[src/rtl/mtdu_pkg.sv]
// ---------------------------------------------------------------------------
// mtdu_pkg
// shared types, constants and the tempering function of the mersenne twister draw unit
// ---------------------------------------------------------------------------
package mtdu_pkg;

  localparam int unsigned N = 624;
  localparam int unsigned M = 397;
  localparam int unsigned AW = 10;
  localparam logic [31:0] MATRIX_A = 32'h9908b0df;
  localparam logic [31:0] INIT_MUL = 32'd1812433253;
  localparam logic [31:0] SEED_RESET = 32'd5489;
  localparam logic [30:0] MASK31 = 31'h7fffffff;

  typedef enum logic [1:0] {
    OP_DRAW31  = 2'd0,
    OP_DRAW62  = 2'd1,
    OP_BOUNDED = 2'd2,
    OP_NONE    = 2'd3
  } op_e;

  // classified request handed from front to back
  typedef struct packed {
    logic [1:0]  draws;
    logic        is_mod;
    logic [31:0] bound;
  } req_t;

  function automatic logic [31:0] temper(input logic [31:0] x);
    logic [31:0] y;
    y = x ^ (x >> 11);
    y = y ^ ((y << 7) & 32'h9d2c5680);
    y = y ^ ((y << 15) & 32'hefc60000);
    y = y ^ (y >> 18);
    return y;
  endfunction

endpackage

[src/rtl/mtdu_front.sv]
// ---------------------------------------------------------------------------
// mtdu_front
// accepts requests, classifies them and holds them in a two-entry queue
// ---------------------------------------------------------------------------
module mtdu_front
  import mtdu_pkg::*;
(
  input  logic        clk_i,
  input  logic        rst_ni,
  input  logic        valid_i,
  output logic        stall_o,
  input  logic [1:0]  opcode_i,
  input  logic [31:0] bound_i,
  output logic        req_valid_o,
  output req_t        req_o,
  input  logic        req_take_i
);
  req_t       q_q [2];
  logic [1:0] cnt_q;
  logic       rd_q, wr_q;
  req_t       cls;
  logic       push, pop;

  always_comb begin
    cls.bound  = bound_i;
    cls.is_mod = 1'b0;
    cls.draws  = 2'd0;
    unique case (op_e'(opcode_i))
      OP_DRAW31:  cls.draws = 2'd1;
      OP_DRAW62:  cls.draws = 2'd2;
      OP_BOUNDED: begin
        cls.is_mod = 1'b1;
        cls.draws  = (bound_i != 32'd0) ? 2'd1 : 2'd0;
      end
      default:    cls.draws = 2'd0;
    endcase
  end

  assign stall_o     = cnt_q[1];
  assign push        = valid_i && !stall_o;
  assign req_valid_o = cnt_q != 2'd0;
  assign pop         = req_valid_o && req_take_i;
  assign req_o       = q_q[rd_q];

  always_ff @(posedge clk_i) begin
    if (push) begin
      q_q[wr_q] <= cls;
    end
  end

  always_ff @(posedge clk_i or negedge rst_ni) begin
    if (!rst_ni) begin
      cnt_q <= 2'd0;
      rd_q  <= 1'b0;
      wr_q  <= 1'b0;
    end else begin
      if (push) wr_q <= !wr_q;
      if (pop) rd_q <= !rd_q;
      cnt_q <= cnt_q + {1'b0, push} - {1'b0, pop};
    end
  end
endmodule

[config.mk]
export PLATFORM = sky130hd
export DESIGN_NAME = mtdu_front
export DESIGN_NICKNAME = d
export VERILOG_FILES = /design/src/rtl/mtdu_pkg.sv /design/src/rtl/mtdu_front.sv
export SDC_FILE = /design/constraint.sdc
export NUM_CORES = 1
export LEC_CHECK = 0
export BUFFER_PORTS_ARGS = -buffer_cell sky130_fd_sc_hd__buf_4
export CAP_MARGIN = 30
export CORE_ASPECT_RATIO = 1.5
export CORE_MARGIN = 3
export CORE_UTILIZATION = 35
export CTS_CLUSTER_SIZE = 30
export DETAILED_ROUTE_END_ITERATION = 10
export PLACE_DENSITY = 0.69
export SYNTH_ARGS = -nofsm -noshare
export SYNTH_HDL_FRONTEND = slang
export SYNTH_SLANG_ARGS = --single-unit
[constraint.sdc]
create_clock -name clk_i -period 2.6 [get_ports clk_i]
set_clock_uncertainty 0.15 [all_clocks]
set_input_delay 0.39 -clock clk_i [delete_from_list [all_inputs] [get_ports clk_i]]
set_output_delay 0.39 -clock clk_i [all_outputs]
set_load 0.05 [all_outputs]
==> reports/results.ini, run 1 <==
[yosys]
yosys-mux-area-fraction = 0.170
synth_warnings = 0
yosys.area_share.simple = 0.0392
synth_xor_area_frac = 0.0118
syn_inst = 140
netlist_area_um2 = 2970
synthFlopType = edfxtp_1
synthArstFlopShare = 0.0541
synth_fp_nets = 180
synth_top_cell_area_share = 0.709
synth_enable_flop_cells = 70
synth_seq_cells = 74
ys_seq_area_frac = 0.742
synthAdderAreaFrac = 0.00844
synth_compound_area_frac = 0.00211
ys_top_cells_by_area = edfxtp_1 (71%), mux2_4 (15%), dfrtp_1 (3.4%)
synth_top_area_cell = edfxtp_1
synth.distinct_cells = 20
syn_area_per_cell_um2 = 21.2
synth_top_family_by_area = multiplexers

[finish]
final_layout_size_suffix_gt1_frac = 0.558
ff_latch_area_um2 = 2200
diodes = 0
nets = 266
fill_cells = 723
final_core_util = 0.485
final_common_cell = buf_4
final_cell_mix = buf_4 (75), edfxtp_1 (70), mux2_4 (29)
multi_input_area_um2 = 701
synthToLayoutAreaGrowth_pct = 32.6

[setup_path]
crit_path_end_kind = output pin
path_max_fanout = 16
max_stage_delay_ns = 0.68
cpLargestDelayFamily = flip-flops
worstPathRequired_ns = 2.06
start_kind = flip-flop
crit_path_frequent_cell = buf_4
arrival_ns = 1.82
crit_type = reg2out
crit_buf_inv = 2
critPathSlowestCell = dfrtp_2
critical_path.cell_chain = buf_4, mux2_4, buf_4

[floorplan]
die_height_um = 119
die-area_um2 = 9640
initial_core_util = 0.366
dieWidth_um = 81.2
rows = 40
io_pins = 75
core-area_um2 = 8110

[sta]
max_clock_freq_mhz = 424
worstMarginPinSlew_ns = 0.494
slew_viol_final = 0
rsz0062_at_grt = false
fin_crit_sh = 0.906
finalSetupTns_ns = 0
fin_crit_ns = 2.36
setup_viol = 0
max-slew-margin-rel = 0.671
hold_ws_ns = 0.111
finalHoldViolCount = 0

[clocking]
numCtsBuffers = 9
clkTransAtPathRegs_ns = 0.05
cts_tree = done
h-tree-depth = 3
root_buffer = clkbuf_16
clk_path_buf_depth = 2
insertion_delay_ns = 0.32
cts.sinks = 74

[global_route]
grt_max_degree = 27
antenna_found_initial = 0
grt_pass1_wl_um = 8350
grt-ovfl-total = 0
grt_usage = 0.120
grt_pass1_vias = 1702

[power]
p_seq_frac = 0.350
power.switching_mw = 1.84
power.share.switching = 0.377
vdd_drop_max_mv = 0.688
pwr-share-clk = 0.214
p_int_mw = 3.05
pwr_density_cell_nw_per_um2 = 1250
leakage_nw = 1.53
comb_power_share = 0.436

[route]
viasPerCell = 4.52
post_drt_wl_per_cell_um = 15.7
drc = 0
ant_nets = 0
vias = 1518
initialDrtViolationCount = 77
dr.pass1.iters = 4
wl_um = 5270

[place]
dp_hpwl_um = 3930
port_buffers = 74
place.gp.congestion = 0.656

[job]
drv_cap = 0

[hold_path]
hold_class = in2reg

[run_status]
status = finished clean

## state kept, by name (all words and copies together), names as in the netlist
| name | count |
|---|---|
| q_q | 70 |
| cnt_q | 2 |
| rd_q | 1 |
| wr_q | 1 |
## area by class of cell
type,instances,share of cell area
clock buffers,13,0.0611
clock inverters,3,0.00414
inverters,2,0.00191
multi-input cells,60,0.178
flip-flops and latches,74,0.560
well taps,105,0.0334
repair buffers,79,0.161
## stage by stage
| step | area (um^2) | worst slack [ns] | instances | power (mW) |
|---|---|---|---|---|
| 2_1_floorplan | 2970 | -0.339 | 140 | 3.38 |
| 3_3_place_gp | 3670 | 0.587 | 319 | 3.87 |
| 3_5_place_dp | 3670 | 0.565 | 319 | 3.90 |
| 4_1_cts | 3930 | 0.206 | 336 | 4.97 |
| 5_1_grt | 3930 | 0.166 | 336 | 5.12 |
| 6_report | 3930 | 0.244 | 336 | 4.90 |
## kinds of logic after synthesis
family / Yosys count
buffers and inverters: 6
DFF: 74
xor gates and xnor gates: 4
muxes: 35
AOI/OAI and AO/OA: 1
adders and majority gates: 2
and+or+nand+nor: 18
## metal layers
layer,GRT usage,wire length [um],up-vias
met4,0.0571,104,0
met3,0.0488,363,9
met5,0,0,-
met1,0.117,1850,733
met2,0.214,2950,53
li1,-,-,723
## worst reg2reg max path, stage by stage (launching register included)
cell,delay (ns)
dfrtp_1,0.41
or2_4,0.26
and2_4,0.16
ha_1,0.27
inv_1,0.04
ha_1,0.17
xnor2_1,0.17
xnor2_1,0.13
## synthesized netlist by cell type (all sizes together), types with 2 or more instances
cell,instances
mux2,35
nor2,3
nor2b,2
and4,2
inv,2
nor4,6
buf,4
edfxtp,70
xnor2,3
ha,2
dfrtp,4
## final timing paths
path	start	to	slack, ns	cells past startpoint
setup / recovery	rd_q$_DFFE_PN0P_	req_o[29]	0.24	3
min in group asynchronous	rst_ni	cnt_q[0]$_DFF_PN0_	0.25	2
hold reg to reg	cnt_q[0]$_DFF_PN0_	cnt_q[0]$_DFF_PN0_	0.37	1
hold / removal	bound_i[30]	q_q[1][30]$_DFFE_PP_	0.11	1
setup reg to reg	cnt_q[1]$_DFF_PN0_	cnt_q[1]$_DFF_PN0_	0.75	7
max in group asynchronous	rst_ni	rd_q$_DFFE_PN0P_	1.94	2
## power by group through the flow
stage	Clock [mW]	Sequential, mW	Combinational, mW
floorplan	0	1.69	1.69
global placement	0	1.73	2.14
detailed placement	0	1.74	2.16
CTS	1.09	1.72	2.17
global route	1.13	1.74	2.24
finish	1.05	1.71	2.13
## timing repair
action                                 in CTS  in global routing
hold buffers                                1                  0
endpoints found under the hold margin       4                  0
gates resized for setup                     0                  0
buffers inserted                            0                  0
Power figures use the tool's default switching activity.
==> run 2: changes to the inputs <==
CORE_ASPECT_RATIO = 1.1   (was 1.5)
CORE_MARGIN = not set   (was 3)
==> run 2 against run 1 <==
  * Maximum frequency is 8.7% higher
  * Via count is 2.4% higher
  * Utilization down 0.59 points
  * First-iteration DRC count down 44%
  * Sequential power decreased by 4%
  * Final area fell by 1.5%
  * Critical path type unchanged
  * Largest power group unchanged
==> reports/results.ini, run 2 (synthesized netlist as in run 1, its figures left out) <==
[route]
viasPerCell = 4.57
post_drt_wl_per_cell_um = 16.0
dr.pass1.iters = 4
wl_um = 5440
drc = 0
ant_nets = 0
initialDrtViolationCount = 43
vias = 1554

[setup_path]
worstPathRequired_ns = 2.06
startpoint = rd_q$_DFFE_PN0P_
worst-r2r-setup-slack_ns = 0.70
start_kind = flip-flop
reg2reg_to = q_q[1][21]$_DFFE_PP_
arrival_ns = 1.63
crit_type = reg2out
path_max_fanout = 20
reg2regPathDepth = 3
r2r-start = cnt_q[1]$_DFF_PN0_
crit_path_end_kind = output pin

[hold_path]
hold_depth = 1
hold_path_end = q_q[1][28]$_DFFE_PP_
min_from = bound_i[28]
hold_class = in2reg

[power]
leakage_nw = 1.52
pwr_density_cell_nw_per_um2 = 1230
p_total_mw = 4.77
vdd_drop_max_mv = 0.605

[global_route]
grt_usage = 0.133
grt_pass1_vias = 1636
grt_max_degree = 21
antenna_found_initial = 0
grt-ovfl-total = 0
grt_pass1_wl_um = 8670

[sta]
worstMarginPinSlew_ns = 0.483
rsz0062_at_grt = false
hold_ws_ns = 0.0848
fin_crit_ns = 2.17
fin_crit_sh = 0.833
max-slew-margin-rel = 0.677
setup_viol = 0
slew_viol_final = 0
max_clock_freq_mhz = 461
finalHoldViolCount = 0
fin_ws_ns = 0.433
finalSetupTns_ns = 0

[finish]
regMostFlops = q_q
largest_reg_flops = 70
synthToLayoutAreaGrowth_pct = 30.5
diodes = 0
top_regs = q_q x70, cnt_q x2
final_cell_mix = buf_4 (80), edfxtp_1 (70), mux2_4 (29)
final_layout_size_suffix_gt1_frac = 0.582
nets = 268
fill_cells = 719
final_core_util = 0.479
final_common_cell = buf_4

[place]
dp_hpwl_um = 4010
pre_cts_ws_ns = 0.711
place.gp.congestion = 0.660
port_buffers = 74

[clocking]
insertion_delay_ns = 0.34
root_buffer = clkbuf_8
h-tree-depth = 3
cts_tree = done
numCtsBuffers = 9
clkTransAtPathRegs_ns = 0.08
cts_resized = 0
cts.sinks = 74
clk_path_buf_depth = 2
post_cts_buffers = 0

[job]
drv_cap = 0

[floorplan]
io_pins = 75
core-area_um2 = 8080
die-area_um2 = 8850
rows = 34
initial_core_util = 0.367
dieWidth_um = 89.8
die_height_um = 98.6

[run_status]
status = finished clean

[run 2: how the worst max path moves through the flow]
stage | to | depth (start not counted)
6_report | req_o[2] | 3
5_1_grt | req_o[2] | 3
4_1_cts | req_o[0] | 3
3_5_place_dp | q_q[0][13]$_DFFE_PP_ | 3
3_3_place_gp | q_q[1][5]$_DFFE_PP_ | 3
2_1_floorplan | q_q[0][0]$_DFFE_PP_ | 2
[run 2: metrics by stage]
stage | instances | instance area [um^2]
after global routing | 340 | 3870
final | 340 | 3870
after global placement | 324 | 3650
after CTS | 340 | 3870
after detailed placement | 324 | 3650
after floorplan | 140 | 2970
[run 2: critical path, cell delays in order (launching register included)]
cell,delay (ns)
dfrtp_2,0.36
buf_4,0.33
mux2_2,0.40
buf_4,0.19
[run 2: power breakdown]
part / internal, mW / switching [mW] / total, mW
Combinational: 0.804 / 1.37 / 2.17
Clock: 0.539 / 0.415 / 0.954
Sequential: 1.58 / 0.0722 / 1.65
Total: 2.92 / 1.85 / 4.77
[run 2: area by class of cell]
type | count | area [um^2] | share of cell area
Clock buffer | 9 | 124 | 0.0320
Clock inverter | 6 | 91.3 | 0.0236
Inverter | 2 | 7.51 | 0.00194
Multi-Input combinational cell | 60 | 701 | 0.181
Sequential cell | 74 | 2200 | 0.569
Tap cell | 108 | 135 | 0.0349
Timing Repair Buffer | 81 | 611 | 0.158
[run 2: metal layers]
metal  GRT usage  part of all wire
met2       0.218              0.49
met5           0                 0
met1       0.151              0.40
met3      0.0563             0.087
met4      0.0643             0.017
[run 2: timing repair]
| action | in CTS | in global routing |
|---|---|---|
| hold buffers | 1 | 0 |
| endpoints found under the hold margin | 4 | 0 |
| setup endpoints to repair | 0 | 0 |
==> run 3: changes to the inputs <==
clock period = 1.9 ns   (was 2.6 ns; I/O delays follow)
==> run 3 against run 2 <==
  * Register-to-register slack worse by 0.61 ns
  * Flip-flop and latch count stayed put
  * Clock power is 24% higher
  * Power increased by 45%
  * Sequential share of layout area decreased by 7.0 points
  * Final cell count is 9.7% higher
  * Utilization grew 6.7 points
  * Die area unchanged
  * Largest cell class unchanged
  * Global-route usage up 0.45 points
  * Via count rose by 7.5%
==> reports/results.ini, run 3 (synthesized netlist as in run 1, its figures left out) <==
[route]
post_drt_wl_per_cell_um = 15.4
drc = 0
vias = 1671
initialDrtViolationCount = 55
viasPerCell = 4.48
dr.pass1.iters = 4
ant_nets = 0
wl_um = 5760

[finish]
final_common_cell = edfxtp_1
regMostFlops = q_q
finalNonFillerCells = 373
diodes = 0
ff_latch_area_um2 = 2200
finish.instance_area_um2 = 4420
final_layout_size_suffix_gt1_frac = 0.528
synthToLayoutAreaGrowth_pct = 48.8
final_core_util = 0.546
multi_input_area_um2 = 758
largest_reg_flops = 70
final_cell_mix = edfxtp_1 (70), buf_4 (41), mux2_4 (35)
nets = 300
fill_cells = 651
top_regs = q_q x70, cnt_q x2

[setup_path]
worst-r2r-setup-slack_ns = 0.09
crit_type = reg2out
startpoint = rd_q$_DFFE_PN0P_
reg2reg_to = cnt_q[1]$_DFF_PN0_
r2r-start = cnt_q[0]$_DFF_PN0_
max_stage_delay_ns = 0.42
critical_path.cell_chain = buf_12, mux2_4, buf_6
crit_path_end_kind = output pin
worstPathRequired_ns = 1.46
worstSetupEndpoint = req_o[31]
path_max_fanout = 18
reg2regPathDepth = 7
start_kind = flip-flop
critPathSlowestCell = dfrtp_2
arrival_ns = 1.46

[hold_path]
min_from = opcode_i[0]
hold_class = in2reg

[global_route]
grt-ovfl-total = 0
grt_pass1_wl_um = 8950
grt_max_degree = 19
grt_pass1_vias = 1762
antenna_found_initial = 0
grt_usage = 0.138

[sta]
worstMarginPinSlew_ns = 0.409
fin_crit_ns = 1.89
finalHoldViolCount = 0
setup_viol = 0
fin_crit_sh = 0.996
finalSetupTns_ns = 0
rsz0062_at_grt = true
max-slew-margin-rel = 0.725
max_clock_freq_mhz = 528
slew_viol_final = 0

[power]
power.share.switching = 0.385
comb_power_share = 0.501
pwr-share-clk = 0.171
p_seq_frac = 0.328
vdd_drop_max_mv = 0.840
pwr_density_cell_nw_per_um2 = 1570
p_int_mw = 4.27
power.switching_mw = 2.67
leakage_nw = 1.72

[place]
postPlaceCellArea_um2 = 3730
place.gp.congestion = 0.696
dp_hpwl_um = 3670
dp_cells = 324
port_buffers = 74

[clocking]
insertion_delay_ns = 0.34
cts_tree = done
clk_path_buf_depth = 2
root_buffer = clkbuf_8
cts.sinks = 74
clkTransAtPathRegs_ns = 0.08
h-tree-depth = 3
numCtsBuffers = 9
post_cts_buffers = 0

[floorplan]
initial_core_util = 0.367
core-area_um2 = 8080
io_pins = 75
die-area_um2 = 8850
rows = 34
die_height_um = 98.6
dieWidth_um = 89.8

[run_status]
status = finished clean

[job]
drv_cap = 0

==> run 3: cell types whose count changed in the layout (fill, tap and decap cells not counted), sizes merged <==
cell / before / now
bufinv: 2 / 1
clkbuf: 9 / 10
clkinv: 3 / 2
clkinvlp: 0 / 2
dlygate4sd3: 1 / 33
==> run 3: worst min path at each step <==
stage / endpoint / slack (ns) / depth (start not counted)
2_1_floorplan: cnt_q[0]$_DFF_PN0_ / -0.16 / 0
3_3_place_gp: cnt_q[0]$_DFF_PN0_ / -0.07 / 1
3_5_place_dp: cnt_q[0]$_DFF_PN0_ / -0.07 / 1
4_1_cts: q_q[1][33]$_DFFE_PP_ / 0.07 / 2
5_1_grt: cnt_q[0]$_DFF_PN0_ / 0.07 / 2
6_report: q_q[1][33]$_DFFE_PP_ / 0.09 / 2
==> run 3: power by group through the flow <==
stage / sequential (mW) / clock, mW / combinational [mW]
after CTS: 2.28 / 1.22 / 3.50
after detailed placement: 2.31 / 0 / 3.15
after floorplan: 2.31 / 0 / 2.39
final: 2.28 / 1.18 / 3.48
after global routing: 2.30 / 1.31 / 3.62
after global placement: 2.29 / 0 / 3.13
==> run 3: per-stage QoR <==
stage | hold WS [ns] | power, mW | worst slack, ns
2_1_floorplan | -0.161 | 4.70 | -0.0761
3_3_place_gp | -0.0671 | 5.42 | 0.158
3_5_place_dp | -0.0658 | 5.47 | 0.112
4_1_cts | 0.0664 | 7.00 | -0.0487
5_1_grt | 0.0698 | 7.22 | -0.0652
6_report | 0.0885 | 6.94 | 0.00774
==> run 3: final cells by class <==
type                            count  share of cell area
Clock buffer                       10              0.0289
Clock inverter                      6              0.0150
Inverter                            2             0.00170
Multi-Input combinational cell     60               0.172
Sequential cell                    74               0.499
Tap cell                          108              0.0306
Timing Repair Buffer              113               0.253
==> run 3: what timing repair did <==
action / 4_1_cts / 5_1_grt
hold endpoints to repair: 68 / 0
pin swaps: 0 / 0
hold buffers: 33 / 0
setup endpoints to repair: 35 / 35
gates resized for setup: 40 / 2
==> run 3: metal layers <==
layer | routed length [um] | track usage
met3 | 296 | 0.0517
met4 | 117 | 0.0580
met2 | 3040 | 0.240
met1 | 2310 | 0.152
met5 | 0 | 0
==> run 3: critical path, delay by kind of cell, from the launching register on <==
kind / cells / cell delay (ns)
buffers and inverters: 2 / 0.35
multiplexers: 1 / 0.33
flip-flops: 1 / 0.42
